$ cat src/sv/sksr_pkg.sv
// Shared types and constants for the keyed stack with search and remove.
// Used by sksr_cell and stack_with_key_search_remove; depends on nothing.
package sksr_pkg;

  localparam int KEY_W       = 64;
  localparam int FUNC_W      = 3;
  localparam int STATUS_W    = 2;
  localparam int OCC_W       = 4;
  localparam int DEPTH_DEF   = 8;
  localparam int MAX_RESULTS = 8;

  typedef enum logic [FUNC_W-1:0] {
    FN_PUSH    = 3'd0,
    FN_POP     = 3'd1,
    FN_REMOVE  = 3'd2,
    FN_SEARCH  = 3'd3,
    FN_COUNT   = 3'd4,
    FN_DISPLAY = 3'd5
  } func_t;

  typedef enum logic [STATUS_W-1:0] {
    ST_DONE     = 2'd0,
    ST_FULL     = 2'd1,
    ST_EMPTY    = 2'd2,
    ST_NOTFOUND = 2'd3
  } status_t;

  // What every cell of the chain does
  typedef enum logic [2:0] {
    CM_HOLD   = 3'd0,
    CM_PUSH   = 3'd1,
    CM_POP    = 3'd2,
    CM_REMOVE = 3'd3,
    CM_ROTATE = 3'd4
  } cell_mode_t;

  typedef enum logic [1:0] {
    S_IDLE = 2'b01,
    S_DISP = 2'b10
  } state_t;

endpackage

$ cat src/sv/stack_with_key_search_remove.sv
// Bounded stack of 64-bit keys with search and in-place remove.
// Holds a chain of sksr_cell slots and the control; uses sksr_pkg.
//
// Usage: drive in_func and in_key_in and raise start; the word is taken on a
// clock edge where start is high and busy is low. Slot 0 of the chain is the
// top of the stack. Push, pop, remove, search and count finish in the cycle
// they are taken: their single result appears on the out_ ports in the cycle
// after, marked by out_valid for exactly one cycle, with out_last high.
// A new word may be taken on every cycle for these operations.
// Display on a non-empty stack rotates the occupied slots once around, one
// slot per cycle, so it holds busy until every occupied slot has moved and emits
// one result per cycle (top first, at most MAX_RESULTS of them), the first in
// the cycle after the one in which a single result would appear; the rotation
// leaves the stack as it was. Display on an empty stack gives a
// single empty-status result like the other operations.
// Results cannot be held off: the receiver must take each one in its cycle.
// Reset (rst_n low, synchronous) empties the stack and ends any display;
// key slots are not cleared and are only read below the fill level.
module stack_with_key_search_remove #(
  parameter int DEPTH = sksr_pkg::DEPTH_DEF
) (
  input  logic                          clk,
  input  logic                          rst_n,
  input  logic                          start,
  output logic                          busy,
  input  logic [sksr_pkg::FUNC_W-1:0]   in_func,
  input  logic [sksr_pkg::KEY_W-1:0]    in_key_in,
  output logic                          out_valid,
  output logic [sksr_pkg::STATUS_W-1:0] out_status,
  output logic [sksr_pkg::KEY_W-1:0]    out_key_out,
  output logic [sksr_pkg::OCC_W-1:0]    out_occupancy,
  output logic                          out_last
);
  import sksr_pkg::*;

  localparam int FILL_W = $clog2(DEPTH+1);

  state_t              state_r, state_nxt;
  logic [FILL_W-1:0]   fill_r, fill_nxt;
  logic [FILL_W-1:0]   k_r, k_nxt;
  logic                out_valid_r, out_valid_nxt;
  status_t             out_status_r, out_status_nxt;
  logic [KEY_W-1:0]    out_key_r, out_key_nxt;
  logic [OCC_W-1:0]    out_occ_r;
  logic                out_last_r, out_last_nxt;

  cell_mode_t          mode;
  logic [KEY_W-1:0]    keys [DEPTH];
  logic [DEPTH:0]      seen;
  logic                accept;
  logic                hit;
  logic [31:0]         fill32, k32, shown;

  assign seen[0] = 1'b0;
  assign hit     = seen[DEPTH];
  assign busy    = (state_r == S_DISP);
  assign accept  = start && !busy;
  assign fill32  = 32'(fill_r);
  assign k32     = 32'(k_r);
  assign shown   = (fill32 > 32'(MAX_RESULTS)) ? 32'(MAX_RESULTS) : fill32;

  for (genvar i = 0; i < DEPTH; i++) begin : g_cell
    logic [KEY_W-1:0] prev_k, next_k;
    if (i == 0) begin : g_top
      assign prev_k = in_key_in;
    end else begin : g_mid
      assign prev_k = keys[i-1];
    end
    if (i == DEPTH - 1) begin : g_bot
      assign next_k = keys[i];
    end else begin : g_up
      assign next_k = keys[i+1];
    end
    sksr_cell #(.DEPTH(DEPTH), .IDX(i)) u_cell (
      .clk      (clk),
      .mode     (mode),
      .fill     (fill_r),
      .key_in   (in_key_in),
      .prev_key (prev_k),
      .next_key (next_k),
      .head_key (keys[0]),
      .seen_in  (seen[i]),
      .seen_out (seen[i+1]),
      .key_q    (keys[i])
    );
  end

  always_comb begin
    state_nxt      = state_r;
    fill_nxt       = fill_r;
    k_nxt          = k_r;
    mode           = CM_HOLD;
    out_valid_nxt  = 1'b0;
    out_status_nxt = ST_DONE;
    out_key_nxt    = '0;
    out_last_nxt   = 1'b1;
    case (state_r)
      S_IDLE: begin
        if (accept) begin
          out_valid_nxt = 1'b1;
          case (in_func)
            FN_PUSH: begin
              if (fill_r == FILL_W'(DEPTH)) begin
                out_status_nxt = ST_FULL;
              end else begin
                mode     = CM_PUSH;
                fill_nxt = fill_r + 1'b1;
              end
            end
            FN_POP: begin
              if (fill_r == '0) begin
                out_status_nxt = ST_EMPTY;
              end else begin
                mode        = CM_POP;
                out_key_nxt = keys[0];
                fill_nxt    = fill_r - 1'b1;
              end
            end
            FN_REMOVE: begin
              if (hit) begin
                mode     = CM_REMOVE;
                fill_nxt = fill_r - 1'b1;
              end else begin
                out_status_nxt = ST_NOTFOUND;
              end
            end
            FN_SEARCH: out_status_nxt = hit ? ST_DONE : ST_NOTFOUND;
            FN_COUNT:  out_status_nxt = ST_DONE;
            FN_DISPLAY: begin
              if (fill_r == '0) begin
                out_status_nxt = ST_EMPTY;
              end else begin
                out_valid_nxt = 1'b0;
                state_nxt     = S_DISP;
                k_nxt         = '0;
              end
            end
            default:   out_status_nxt = ST_DONE;
          endcase
        end
      end
      S_DISP: begin
        // emit the top (up to MAX_RESULTS words), rotate the occupied slots by one
        mode          = CM_ROTATE;
        out_valid_nxt = k32 < 32'(MAX_RESULTS);
        out_key_nxt   = keys[0];
        out_last_nxt  = (k32 + 32'd1 == shown);
        k_nxt         = k_r + 1'b1;
        if (k32 + 32'd1 == fill32) begin
          state_nxt = S_IDLE;
        end
      end
      default: state_nxt = S_IDLE;
    endcase
  end

  always_ff @(posedge clk) begin
    if (!rst_n) begin
      state_r     <= S_IDLE;
      fill_r      <= '0;
      k_r         <= '0;
      out_valid_r <= 1'b0;
    end else begin
      state_r     <= state_nxt;
      fill_r      <= fill_nxt;
      k_r         <= k_nxt;
      out_valid_r <= out_valid_nxt;
    end
  end

  always_ff @(posedge clk) begin
    out_status_r <= out_status_nxt;
    out_key_r    <= out_key_nxt;
    out_occ_r    <= OCC_W'(fill_nxt);
    out_last_r   <= out_last_nxt;
  end

  assign out_valid     = out_valid_r;
  assign out_status    = out_status_r;
  assign out_key_out   = out_key_r;
  assign out_occupancy = out_occ_r;
  assign out_last      = out_last_r;

  a_fill_bound: assert property (@(posedge clk) disable iff (!rst_n)
    fill_r <= FILL_W'(DEPTH))
    else $error("fill level above depth");

  a_full_refuse: assert property (@(posedge clk) disable iff (!rst_n)
    out_valid && out_status == ST_FULL |-> fill_r == FILL_W'(DEPTH))
    else $error("push refused while stack not full");

  a_empty_status: assert property (@(posedge clk) disable iff (!rst_n)
    out_valid && out_status == ST_EMPTY |-> fill_r == '0)
    else $error("empty status with entries stored");

  a_disp_end: assert property (@(posedge clk) disable iff (!rst_n)
    state_r == S_DISP && k32 + 32'd1 == fill32 |=> state_r == S_IDLE)
    else $error("display did not end after last slot");

  a_disp_burst: assert property (@(posedge clk) disable iff (!rst_n)
    out_valid && !out_last |=> out_valid)
    else $error("display burst broken before last word");

endmodule

$ cat src/sv/sksr_cell.sv
// One slot of the stack chain: holds a key, compares it with the search key and takes
// a neighbor's, the pushed or the top key on push, pop, remove or display rotation. Uses sksr_pkg.
module sksr_cell #(
  parameter int DEPTH = sksr_pkg::DEPTH_DEF,
  parameter int IDX   = 0
) (
  input  logic                       clk,
  input  sksr_pkg::cell_mode_t       mode,
  input  logic [$clog2(DEPTH+1)-1:0] fill,
  input  logic [sksr_pkg::KEY_W-1:0] key_in,
  input  logic [sksr_pkg::KEY_W-1:0] prev_key,
  input  logic [sksr_pkg::KEY_W-1:0] next_key,
  input  logic [sksr_pkg::KEY_W-1:0] head_key,
  input  logic                       seen_in,
  output logic                       seen_out,
  output logic [sksr_pkg::KEY_W-1:0] key_q
);
  import sksr_pkg::*;

  localparam int FILL_W = $clog2(DEPTH+1);

  logic [KEY_W-1:0] key_r;
  logic [KEY_W-1:0] key_nxt;
  logic             occupied;
  logic             match;

  assign occupied = FILL_W'(IDX) < fill;
  assign match    = occupied && (key_r == key_in);
  // a hit here or above pulls this slot and all below it up by one
  assign seen_out = seen_in | match;
  assign key_q    = key_r;

  always_comb begin
    key_nxt = key_r;
    case (mode)
      CM_HOLD:   key_nxt = key_r;
      CM_PUSH:   key_nxt = prev_key;
      CM_POP:    key_nxt = next_key;
      CM_REMOVE: key_nxt = seen_out ? next_key : key_r;
      CM_ROTATE: begin
        if (FILL_W'(IDX + 1) == fill) begin
          key_nxt = head_key;
        end else if (FILL_W'(IDX + 1) < fill) begin
          key_nxt = next_key;
        end
      end
      default:   key_nxt = key_r;
    endcase
  end

  always_ff @(posedge clk) begin
    key_r <= key_nxt;
  end

endmodule

$ cat config.mk
export PLATFORM = sky130hd
export DESIGN_NAME = stack_with_key_search_remove
export DESIGN_NICKNAME = d
export VERILOG_FILES = /design/src/sv/sksr_pkg.sv /design/src/sv/stack_with_key_search_remove.sv /design/src/sv/sksr_cell.sv
export SDC_FILE = /design/constraint.sdc
export NUM_CORES = 2
export LEC_CHECK = 0
export BUFFER_PORTS_ARGS = -buffer_cell sky130_fd_sc_hd__buf_2
export CAP_MARGIN = 20
export CORE_MARGIN = 3
export CORE_UTILIZATION = 57
export DETAILED_ROUTE_END_ITERATION = 10
export PLACE_DENSITY_LB_ADDON = 0.2
export SLEW_MARGIN = 20
export SYNTH_ARGS = -nofsm -noshare
export SYNTH_HDL_FRONTEND = slang
export SYNTH_SLANG_ARGS = --single-unit
$ cat constraint.sdc
create_clock -name clk -period 7.9 [get_ports clk]
set_input_delay 1.185 -clock clk [delete_from_list [all_inputs] [get_ports clk]]
set_output_delay 1.185 -clock clk [all_outputs]
set_load 0.005 [all_outputs]
==> reports/summary.txt <==
post-synth top area share: 45.2%
Reg clk slew, reported paths: 0.06 ns
worst slew margin relative to its limit: 12.7%
simple-gate portion of the synthesized area: 7.24%
Layout Nets: 2930
Crit. End Element: register
Yosys top cell by area: edfxtp_1
post-synth cell types: 67
most common cell in the synthesized netlist: edfxtp_1
Die Width: 250 um
HPWL after DPL: 100000 um
TritonCTS clock tree: built
post-DR vias/cell: 7.21
Synth Area in Compound Gates: 10.1%
placed cells: 3548
final worst-path cycle share: 71.1%
post-CTS setup buffers: 0
crit path max fanout: 13
share of layout cells above drive strength 1: 20.9%
FF-to-FF path depth: 12
filler instances: 4589
area of the multi-input gates: 0.0158 mm^2
crit path time final: 5.61 ns
Comb power frac: 6.7%
Max-cap violations: 0
Bufs and invs on worst path: 2
largest net degree at the start of global routing: 131
number of synthesized flops with an enable pin: 512
DRC: 0
Synth Warn #: 0
Top Ports: 143
P_sw: 0.00171 W
Synth Net Count: 2960
CP Cell Sequence: buf_2 -> xor2_1 -> nor4_1 -> nand4_1 -> nor4_1 -> a22oi_1 -> nand3b_4 -> nor2_1 -> nor3b_1 -> a211oi_4 -> buf_4
Via Count: 26600
Synth Area in Adders: 0.257%
FFs w/ async S/R, synth: 0%
sequential share of power: 48.6%
root buffer cell: clkbuf_16
Synth Flop Type: edfxtp_1
Fmax: 178 MHz
worst slew pin tran: 1.30 ns
reg2reg start: fill_r[3]
r2r endpoint: g_cell[5].u_cell.key_q[58]
Post-Syn Area per Cell: 11.8 um^2
largest family of logic cells by synthesized area: multiplexers
placer congestion estimate: 1.17
Worst-Skew Late Latency: 0.63 ns
CP max stage delay: 1.01 ns
Worst VDD drop: 0.000182 V
Buffers on Ports: 142
row count: 88
initial antenna violation count: 15
most frequent CP cell: nor4_1
grt ovf: 0
CP Launch Type: primary input
clock skew: 0.0244 ns
Gate Count Post-Synth: 2883
Slew Limit Fails: 0
post-CTS resize count: 0
Detailed Routing Iterations Pass 1: 9
Synth top cells by count: edfxtp_1, o21ai_0, mux2_2, xnor2_1, xor2_1
DR iter-0 viols: 4232
Final ANT Viol Nets: 0
Top Family by Delay on Critical Path: compound AO/OA/AOI/OAI gates
Pwr per Cell Area: 187 mW/mm^2
H-tree level count: 3
CP Depth: 11
WHS Endpoint: state_r[0]
CTS Buf Count: 67
Pwr Total: 0.00699 W
mapped cell area: 0.0340 mm^2
Hold-fix buffers, CTS: 0
first-pass GRT wire length: 198000 um
Global Route Usage Sum: 44.6%
vias in the first global route: 24600
Sw Ratio: 24.4%
register area share after synthesis: 50.0%
die area: 0.0627 mm^2
Hold Path Class: reg -> reg
total core area: 0.0584 mm^2
Synth-to-Final Area Change: 9.56%
main area contributors after synthesis: edfxtp_1, mux2_2, o21ai_0
Hold Path Cell Cnt: 1
CTS Buffer Depth: 3
Pint: 0.00528 W
initial core utilization: 58.3%
hold path startpoint: state_r[0]
Worst path slowest cell: a211oi_4
RSZ-0062 raised after global routing: no
mux cell area share after synthesis: 16.4%
clock sinks: 594
Seq cells post-synth: 594
Worst R2R Setup Slack: 2.54 ns
filler-free cell count of the finished design: 3688
status: finished clean
xor-xnor portion of the synthesized cell area: 11.8%
critical path class: in -> reg
final setup vio count: 0
final WL: 143000 um
Die Y: 250 um
static leakage: 12.5 nW
wire per inst: 38.8 um
Final Hold Fails: 0
WP data arrival: 5.91 ns
CP Data Required Time: 8.20 ns
FF+latch area: 0.0170 mm^2
Clock power frac: 44.7%
-- worst register-to-register path: stages, from the launching register on --
cell       delay [ns]
dfxtp_1          0.89
nor2_1           0.24
buf_4            0.27
a2111oi_0        0.39
nand4_1          0.17
nor4_1           0.67
a22oi_1          0.41
nand3b_4         0.22
nor4_4           0.08
buf_12           0.30
or2_4            0.54
buf_12           0.19
a221o_1          0.75
-- stage by stage --
stage / util [%] / hold WS [ns] / setup TNS (ns) / setup WS, ns / area, um^2
after floorplan: - / 0.453 / -161.02 / -0.487 / 34000
after global routing: 63.8 / 0.523 / 0 / 2.35 / 37200
after CTS: 63.8 / 0.496 / 0 / 2.55 / 37200
final: 63.9 / 0.494 / 0 / 2.29 / 37300
after detailed placement: 60.1 / 0.483 / 0 / 1.93 / 35100
after global placement: 60.1 / 0.462 / 0 / 1.95 / 35100
-- placed cells by master, fill, tap and decap left out, drive strengths merged, types with 82 or more instances in the layout --
master	Yosys	routed
and2	128	128
o21ai	403	403
mux2i	195	195
dfxtp	82	82
clkbuf	151	99
buf	134	186
xor2	228	228
mux2	322	322
edfxtp	512	512
xnor2	229	229
-- layout make-up --
type                       count  area share (%)
multi-input combinational   1959            42.3
inverter                      45           0.453
antenna                       16           0.107
sequential                   594            45.6
clock buffer                  99            5.09
timing repair buffer         186            3.25
clock inverter                24           0.641
tap                          765            2.57
-- worst max-delay path by stage --
stage	end	from	slack [ns]
finish	g_cell[2].u_cell.key_q[62]	in_key_in[37]	2.29
global route	g_cell[2].u_cell.key_q[62]	in_key_in[37]	2.35
CTS	g_cell[2].u_cell.key_q[62]	in_key_in[24]	2.55
detailed placement	g_cell[2].u_cell.key_q[0]	in_key_in[24]	1.93
global placement	g_cell[2].u_cell.key_q[57]	in_key_in[24]	1.95
floorplan	g_cell[6].u_cell.key_q[0]	in_key_in[42]	-0.49
-- power by group through the flow --
stage               clock (W)  combinational [W]  sequential, W
floorplan                   0           0.000229        0.00346
global placement            0           0.000433        0.00346
detailed placement          0           0.000431        0.00346
CTS                   0.00313           0.000434        0.00340
global route          0.00324           0.000457        0.00340
finish                0.00312           0.000466        0.00340
-- cells by family (layout without fill, tap and decap cells) --
group	count (synthesis)	in the layout
adders and majority gates	7	7
DFF	594	594
xor gates and xnor gates	457	457
and+or+nand+nor	411	411
other	0	16
muxes	517	517
AOI/OAI and AO/OA	567	567
buffers and inverters	330	354
-- registers in the layout, indices dropped and copies added, names as in the netlist, 2 cells and up --
name and flops:
g_cell.u_cell.key_q 512, state_r 2, out_key_out 64, out_status 2, k_r 4, out_occupancy 4
fill_r 4
-- per-layer routing --
layer | GRT usage (%) | vias to the layer above | share of wire (%) | routed length (um)
met5 | 2.24 | - | 0.14 | 199
met4 | 26.5 | 16 | 7.4 | 10700
met3 | 15.9 | 475 | 15 | 21800
met2 | 62.6 | 2405 | 41 | 59100
met1 | 59.0 | 13100 | 36 | 51600
li1 | - | 10600 | - | -
No activity file was read; power rests on OpenSTA's default activity.
